[config.mk]
export PLATFORM = sky130hd
export DESIGN_NAME = infix_to_postfix_converter
export DESIGN_NICKNAME = d
export VERILOG_FILES = /design/src/rtl/i2p_pkg.sv /design/src/rtl/i2p_ram.sv /design/src/rtl/i2p_ctrl.sv /design/src/rtl/i2p_dp.sv /design/src/rtl/infix_to_postfix_converter.sv
export SDC_FILE = /design/constraint.sdc
export NUM_CORES = 1
export LEC_CHECK = 0
export BUFFER_PORTS_ARGS = -buffer_cell sky130_fd_sc_hd__buf_4
export CORE_AREA = 2 2 153 155
export CTS_CLUSTER_SIZE = 40
export DETAILED_ROUTE_END_ITERATION = 16
export DIE_AREA = 0 0 155 157
export PLACE_DENSITY = 0.76
export SYNTH_ARGS = -nofsm -noshare
export SYNTH_HDL_FRONTEND = slang
export SYNTH_SLANG_ARGS = --single-unit
[constraint.sdc]
create_clock -name clk -period 7.5 [get_ports clk]
set_input_delay 0 -clock clk [delete_from_list [all_inputs] [get_ports clk]]
set_output_delay 0 -clock clk [all_outputs]
set_load 0.01 [all_outputs]
[src/rtl/i2p_pkg.sv]
`timescale 1ns / 1ps

package i2p_pkg;

	// Default operator stack depth
	localparam int STACK_DEPTH_DEF = 32;

	// Character codes
	localparam logic [7:0] CH_CARET   = 8'h5E;
	localparam logic [7:0] CH_STAR    = 8'h2A;
	localparam logic [7:0] CH_SLASH   = 8'h2F;
	localparam logic [7:0] CH_PERCENT = 8'h25;
	localparam logic [7:0] CH_PLUS    = 8'h2B;
	localparam logic [7:0] CH_MINUS   = 8'h2D;
	localparam logic [7:0] CH_LOW_A   = 8'h61;
	localparam logic [7:0] CH_LOW_Z   = 8'h7A;

	// Commands from controller to datapath
	typedef struct packed {
		logic load;      // capture the input word
		logic emit;      // load the output register
		logic emit_top;  // emit the stack top instead of the held symbol
		logic pop;       // drop the stack top
		logic push;      // push the held symbol
		logic drop;      // push refused on a full stack
		logic run_last;  // last result of this input word
		logic done;      // final result of the expression
	} i2p_cmd_t;

	// Status from datapath to controller
	typedef struct packed {
		logic letter;    // held symbol is a lowercase letter
		logic last;      // held symbol ends the expression
		logic can_pop;   // top pops for the held symbol
		logic more_pop;  // entry below the top pops too
		logic empty;     // stack holds nothing
		logic one;       // stack holds exactly one entry
		logic full;      // stack holds STACK_DEPTH entries
		logic out_free;  // output register can take a word
	} i2p_stat_t;

	function automatic logic is_letter(input logic [7:0] c);
		return (c >= CH_LOW_A) && (c <= CH_LOW_Z);
	endfunction

	// Precedence rule: does the stacked top pop for the incoming symbol
	function automatic logic top_pops(input logic [7:0] top, input logic [7:0] inc);
		logic high_top;
		logic low_top;
		high_top = (top == CH_CARET) || (top == CH_STAR) ||
			(top == CH_SLASH) || (top == CH_PERCENT);
		low_top = (top == CH_PLUS) || (top == CH_MINUS);
		if (high_top) begin
			return inc != CH_CARET;
		end else if (low_top) begin
			return (inc == CH_PLUS) || (inc == CH_MINUS);
		end
		return 1'b0;
	endfunction

endpackage

[src/rtl/i2p_ram.sv]
`timescale 1ns / 1ps

module i2p_ram #(
	parameter int WIDTH = 8,
	parameter int DEPTH = 32
) (
	input  logic                     clk,
	input  logic                     wr_en,
	input  logic [$clog2(DEPTH)-1:0] wr_addr,
	input  logic [WIDTH-1:0]         wr_data,
	input  logic [$clog2(DEPTH)-1:0] rd_addr,
	output logic [WIDTH-1:0]         rd_data
);

	logic [WIDTH-1:0] mem_q [DEPTH];

	// Write one entry, read one entry registered
	always_ff @(posedge clk) begin
		if (wr_en) begin
			mem_q[wr_addr] <= wr_data;
		end
		rd_data <= mem_q[rd_addr];
	end

endmodule

[src/rtl/i2p_ctrl.sv]
`timescale 1ns / 1ps

module i2p_ctrl (
	input  logic                clk,
	input  logic                arst_n,
	input  logic                in_valid,
	output logic                in_ready,
	input  i2p_pkg::i2p_stat_t  st,
	output i2p_pkg::i2p_cmd_t   cmd
);

	import i2p_pkg::*;

	typedef enum logic [2:0] {
		S_IDLE  = 3'b001,
		S_SCAN  = 3'b010,
		S_FLUSH = 3'b100
	} state_t;

	state_t state_q;
	state_t state_d;

	// Advance state
	always_ff @(posedge clk or negedge arst_n) begin
		if (!arst_n) begin
			state_q <= S_IDLE;
		end else begin
			state_q <= state_d;
		end
	end

	assign in_ready = (state_q == S_IDLE);

	// Decode commands and next state
	always_comb begin
		cmd     = '0;
		state_d = state_q;
		unique case (state_q)
			S_IDLE: begin
				if (in_valid) begin
					cmd.load = 1'b1;
					state_d  = S_SCAN;
				end
			end
			S_SCAN: begin
				if (st.letter) begin
					if (st.out_free) begin
						cmd.emit     = 1'b1;
						cmd.run_last = !(st.last && !st.empty);
						cmd.done     = st.last && st.empty;
						state_d      = (st.last && !st.empty) ? S_FLUSH : S_IDLE;
					end
				end else if (st.can_pop) begin
					if (st.out_free) begin
						cmd.emit     = 1'b1;
						cmd.emit_top = 1'b1;
						cmd.pop      = 1'b1;
						cmd.run_last = !st.more_pop && !st.last;
					end
				end else begin
					cmd.push = !st.full;
					cmd.drop = st.full;
					state_d  = st.last ? S_FLUSH : S_IDLE;
				end
			end
			S_FLUSH: begin
				if (st.out_free) begin
					cmd.emit     = 1'b1;
					cmd.emit_top = 1'b1;
					cmd.pop      = 1'b1;
					cmd.run_last = st.one;
					cmd.done     = st.one;
					state_d      = st.one ? S_IDLE : S_FLUSH;
				end
			end
			default: begin
				state_d = S_IDLE;
			end
		endcase
	end

endmodule

[src/rtl/i2p_dp.sv]
`timescale 1ns / 1ps

module i2p_dp #(
	parameter int STACK_DEPTH = i2p_pkg::STACK_DEPTH_DEF
) (
	input  logic               clk,
	input  logic               arst_n,
	input  logic [7:0]         s_tdata,
	input  logic               s_tlast,
	input  i2p_pkg::i2p_cmd_t  cmd,
	output i2p_pkg::i2p_stat_t st,
	output logic               m_tvalid,
	input  logic               m_tready,
	output logic [7:0]         m_tdata,
	output logic               m_tlast,
	output logic [1:0]         m_tuser
);

	import i2p_pkg::*;

	localparam int AW = $clog2(STACK_DEPTH);
	localparam int CW = $clog2(STACK_DEPTH + 1);

	logic [7:0]    sym_q;
	logic          last_q;
	logic [CW-1:0] count_q;
	logic [CW-1:0] count_d;
	logic [7:0]    top_q;
	logic          ovf_q;
	logic [7:0]    second;
	logic [AW-1:0] rd_addr;
	logic          out_free;

	logic          out_valid_q;
	logic [7:0]    out_sym_q;
	logic          out_run_last_q;
	logic          out_done_q;
	logic          out_ovf_q;

	// Track the entry below the top: read address follows the next count
	always_comb begin
		count_d = count_q;
		if (cmd.push) begin
			count_d = count_q + CW'(1);
		end else if (cmd.pop) begin
			count_d = count_q - CW'(1);
		end
		rd_addr = '0;
		if (count_d >= CW'(2)) begin
			rd_addr = AW'(count_d - CW'(2));
		end
	end

	i2p_ram #(
		.WIDTH(8),
		.DEPTH(STACK_DEPTH)
	) u_stack (
		.clk    (clk),
		.wr_en  (cmd.push),
		.wr_addr(count_q[AW-1:0]),
		.wr_data(sym_q),
		.rd_addr(rd_addr),
		.rd_data(second)
	);

	// Hold the current input word
	always_ff @(posedge clk) begin
		if (cmd.load) begin
			sym_q  <= s_tdata;
			last_q <= s_tlast;
		end
	end

	// Cache the stack top in a register
	always_ff @(posedge clk) begin
		if (cmd.push) begin
			top_q <= sym_q;
		end else if (cmd.pop) begin
			top_q <= second;
		end
	end

	// Count entries and note dropped symbols
	always_ff @(posedge clk or negedge arst_n) begin
		if (!arst_n) begin
			count_q <= '0;
			ovf_q   <= 1'b0;
		end else begin
			count_q <= count_d;
			if (cmd.drop) begin
				ovf_q <= 1'b1;
			end else if (cmd.emit && cmd.done) begin
				ovf_q <= 1'b0;
			end
		end
	end

	// Output register
	assign out_free = !out_valid_q || m_tready;

	always_ff @(posedge clk or negedge arst_n) begin
		if (!arst_n) begin
			out_valid_q <= 1'b0;
		end else if (cmd.emit) begin
			out_valid_q <= 1'b1;
		end else if (m_tready) begin
			out_valid_q <= 1'b0;
		end
	end

	always_ff @(posedge clk) begin
		if (cmd.emit) begin
			out_sym_q      <= cmd.emit_top ? top_q : sym_q;
			out_run_last_q <= cmd.run_last;
			out_done_q     <= cmd.done;
			out_ovf_q      <= cmd.done && ovf_q;
		end
	end

	assign m_tvalid = out_valid_q;
	assign m_tdata  = out_sym_q;
	assign m_tlast  = out_run_last_q;
	assign m_tuser  = {out_ovf_q, out_done_q};

	// Status to the controller
	always_comb begin
		st.letter   = is_letter(sym_q);
		st.last     = last_q;
		st.empty    = (count_q == '0);
		st.one      = (count_q == CW'(1));
		st.full     = (count_q == CW'(STACK_DEPTH));
		st.can_pop  = !st.empty && top_pops(top_q, sym_q);
		st.more_pop = (count_q >= CW'(2)) && top_pops(second, sym_q);
		st.out_free = out_free;
	end

`ifndef SYNTH
	a_pop_nonempty: assert property (@(posedge clk) disable iff (!arst_n)
		cmd.pop |-> count_q != '0)
		else $error("pop on empty stack");

	a_push_not_full: assert property (@(posedge clk) disable iff (!arst_n)
		cmd.push |-> count_q < CW'(STACK_DEPTH))
		else $error("push on full stack");

	a_emit_free: assert property (@(posedge clk) disable iff (!arst_n)
		cmd.emit |-> out_free)
		else $error("output overwritten");

	a_push_pop_excl: assert property (@(posedge clk) disable iff (!arst_n)
		!(cmd.push && cmd.pop))
		else $error("push and pop together");

	a_done_ends_run: assert property (@(posedge clk) disable iff (!arst_n)
		(out_valid_q && out_done_q) |-> out_run_last_q)
		else $error("expression end without run end");
`endif

endmodule

[src/rtl/infix_to_postfix_converter.sv]
// Infix to postfix converter, one character word in, postfix words out.
// Each accepted word is held in a register and its results leave through the output
// register. A new word is taken only in the idle state, once the pops for the previous
// word and, for a final word, the stack flush are done. Pops read the stack RAM one
// entry per cycle while the output register is free, with the top held in a register.
// Reset: arst_n clears the controller, stack count, overflow flag and output valid.
`timescale 1ns / 1ps

module infix_to_postfix_converter #(
	parameter int STACK_DEPTH = i2p_pkg::STACK_DEPTH_DEF
) (
	input  logic       clk,
	input  logic       arst_n,
	input  logic       s_tvalid,
	output logic       s_tready,
	input  logic [7:0] s_tdata,   // [7:0] symbol
	input  logic       s_tlast,   // expr_end
	output logic       m_tvalid,
	input  logic       m_tready,
	output logic [7:0] m_tdata,   // [7:0] out_symbol
	output logic       m_tlast,   // run_last
	output logic [1:0] m_tuser    // [0] expr_done, [1] stack_overflow
);

	import i2p_pkg::*;

	i2p_cmd_t  cmd;
	i2p_stat_t st;

	i2p_ctrl u_ctrl (
		.clk     (clk),
		.arst_n  (arst_n),
		.in_valid(s_tvalid),
		.in_ready(s_tready),
		.st      (st),
		.cmd     (cmd)
	);

	i2p_dp #(
		.STACK_DEPTH(STACK_DEPTH)
	) u_dp (
		.clk     (clk),
		.arst_n  (arst_n),
		.s_tdata (s_tdata),
		.s_tlast (s_tlast),
		.cmd     (cmd),
		.st      (st),
		.m_tvalid(m_tvalid),
		.m_tready(m_tready),
		.m_tdata (m_tdata),
		.m_tlast (m_tlast),
		.m_tuser (m_tuser)
	);

endmodule

==> impl_metrics.ini <==
[timing]
fin_setup_tns_ns = 0
fin_skew_ns = 0.0120
fmaxAchievable_mhz = 175
setup_viol = 0
hold_viol = 0
layout_setup_ws_ns = 1.79
relSlewSlack_pct = 7.01
fin_hold_ws_ns = 0.170
finalMaxSlewViolations = 0
fin_crit_ns = 5.71
worst_slew_pin_slew_ns = 1.39
grt_setup_unrepaired = no
timing.final.crit_share_pct = 76.2

[grt]
grt_pass1_vias = 8941
track_usage_pct = 29.9
grt_antenna_before_repair = 2
grt_max_degree = 66
overflow = 0
grt_pass1_wl_mm = 54.4

[floorplanning]
rows = 55
design.core.area_sq_um = 22500
die_w_um = 155
dieArea_sq_um = 24300
initial_core_util_pct = 59.9
pin_count = 26
die_y_um = 157

[worst_setup_path]
cp-start-kind = flip-flop
worstRegToRegCells = 14
cp_data_arrival_time_ns = 6.15
r2r_setup_slack_ns = 1.79
r2r-end = u_dp.u_stack.rd_data[6]
crit_required_ns = 7.94
path_class = reg2reg
cp-end-kind = flip-flop
timing.rr.start = u_dp.count_q[0]
cp_max_fo = 49

[power]
total_power_mw = 6.46
switchingPower_mw = 2.67
power.density_nw_per_um2 = 429
seq_power_share_pct = 33.5
p_sw_share_pct = 41.3
comb_power_share_pct = 44.0
p_leak_nw = 5.09
pwr-share-clk_pct = 22.5
internal_power_mw = 3.79
ir_worst_vdd_uv = 287

[route]
wl_per_cell_um = 26.3
ant_nets = 0
drcViolationCount = 0
dr.pass1.iters = 5
via_per_inst = 6.88
first_iter_violations = 1355
wl_mm = 36.3
num_vias = 9504

[clock_tree]
clk_latency_ns = 0.56
clkTransAtPathRegs_ns = 0.07
cts_max_level = 1
postCtsHoldBufs = 14
post_cts_resize_count = 0
clock-sinks = 303
cts_tree = done
root_buffer = clkbuf_16
post_cts_buffers = 0
numCtsBuffers = 30
cts_max_path_buffers = 3

[synthesis]
ys_ff_latch = 303
syn-num-nets = 1056
ys.flop_type = edfxtp_1
synthCells = 1038
synth_top_area_share_pct = 63.3
synthTopCellsByArea = edfxtp_1, nand2_1, nand3_1, o21ai_0, dfrtp_1
ys_seq_area_share_pct = 66.5
synth_warnings = 0
synth-edff-count = 284
syn_area_per_cell_sq_um = 13.0
synth_area_leader_cell = edfxtp_1
async_flop_share_pct = 3.63
synth_cell_type_count = 76
syn-cell-area_sq_um = 13500

[place]
dpl.cell_count = 1312
io_buffers = 25
place_ws_ns = 1.99
place_congestion = 0.947
hpwlAfterDp_mm = 23.4

[finish]
final_cell_mix = edfxtp_1, nand2_1, nand3_1
fillerInstances = 1622
nets = 1091
final_common_cell = edfxtp_1
antenna_cells = 0
syn2layout_area_growth_pct = 11.7
drive_above_1_share_pct = 11.6
fin_cells = 1381

[min_path]
hold_path_class = in2reg
hold_path_depth = 2
holdPathEnd = u_dp.sym_q[6]
hp-start = s_tdata[6]

[job]
max-cap-violations = 0

[run_status]
outcome = finished, final reports clean
==> cells in the mapped netlist, types with 11 or more instances <==
master / count
a32oi_1: 16
edfxtp_1: 284
a21oi_1: 49
buf_2: 18
inv_1: 13
o21ai_0: 58
and3_1: 11
nor2_1: 46
clkbuf_1: 32
a22oi_1: 17
a221o_1: 16
mux2i_1: 16
mux2_2: 16
nand2_1: 141
nand3_1: 62
or3_1: 22
==> worst max path at each step <==
stage,startpoint,end,slack [ns],cells past startpoint
floorplan,u_dp.count_q[0],u_dp.u_stack.rd_data[5],3.07,18
global placement,u_dp.count_q[0],u_dp.u_stack.rd_data[2],2.10,14
detailed placement,u_dp.count_q[0],u_dp.u_stack.rd_data[3],1.99,14
CTS,u_dp.count_q[0],u_dp.u_stack.rd_data[3],1.97,14
global route,u_dp.count_q[0],u_dp.u_stack.rd_data[7],1.42,15
finish,u_dp.count_q[0],u_dp.u_stack.rd_data[6],1.79,14
==> registers in the layout, summed over array words and instances, names as in the netlist <==
name                  flops
u_ctrl.state_q            3
u_dp.count_q              6
u_dp.last_q               1
u_dp.m_tdata              8
u_dp.m_tlast              1
u_dp.m_tvalid             1
u_dp.out_done_q           1
u_dp.out_ovf_q            1
u_dp.ovf_q                1
u_dp.sym_q                8
u_dp.top_q                8
u_dp.u_stack.mem_q      256
u_dp.u_stack.rd_data      8
==> critical path: stages (launching register included) <==
cell	delay, ns
dfrtp_1	0.88
inv_1	0.09
buf_4	0.24
ha_1	0.30
nand2_1	0.24
o21ai_1	0.30
nand3_1	0.25
o211ai_2	0.26
inv_1	0.57
ha_1	0.36
buf_4	0.32
a21oi_2	1.06
and4_1	0.36
o41a_1	0.27
a32oi_1	0.08
==> cells by family after synthesis <==
group / Yosys count / synth area share [%]
flip-flops: 303 / 66.5
adder cells (fa/ha/maj): 5 / 0.464
XOR/XNOR: 6 / 0.492
AND/OR/NAND/NOR: 333 / 11.7
buffers and inverters: 73 / 2.26
multiplexers: 32 / 2.53
AO/OA/AOI/OAI: 286 / 16.0
==> stage by stage <==
| stage | utilization [%] | area [sq um] |
|---|---|---|
| 2_1_floorplan | - | 13500 |
| 3_3_place_gp | 62.0 | 14000 |
| 3_5_place_dp | 62.0 | 14000 |
| 4_1_cts | 66.9 | 15100 |
| 5_1_grt | 66.9 | 15100 |
| 6_report | 66.9 | 15100 |
==> power by group through the flow <==
stage	sequential, mW	combinational [mW]	clock, mW
CTS	2.15	2.79	1.47
detailed placement	2.19	2.77	0
global placement	2.19	2.76	0
global route	2.17	3.03	1.52
finish	2.16	2.84	1.45
floorplan	2.16	1.91	0
==> final cells by class <==
class                      instances  area, sq um  share of cell area [%]
clock buffer                      39          815                    5.41
clock inverter                    16          143                   0.947
inverter                          15         56.3                   0.374
multi-input combinational        662         4230                    28.1
sequential                       303         8960                    59.5
tap                              285          357                    2.37
timing repair buffer              61          493                    3.27
==> per-layer routing <==
| metal | GRT usage (%) | vias to the layer above | wire, um |
|---|---|---|---|
| li1 | - | 4176 | - |
| met1 | 40.2 | 4666 | 14400 |
| met2 | 50.4 | 555 | 17300 |
| met3 | 4.52 | 105 | 3150 |
| met4 | 10.6 | 2 | 1460 |
| met5 | 0 | - | 13 |
No activity file was read; power rests on OpenSTA's default activity.
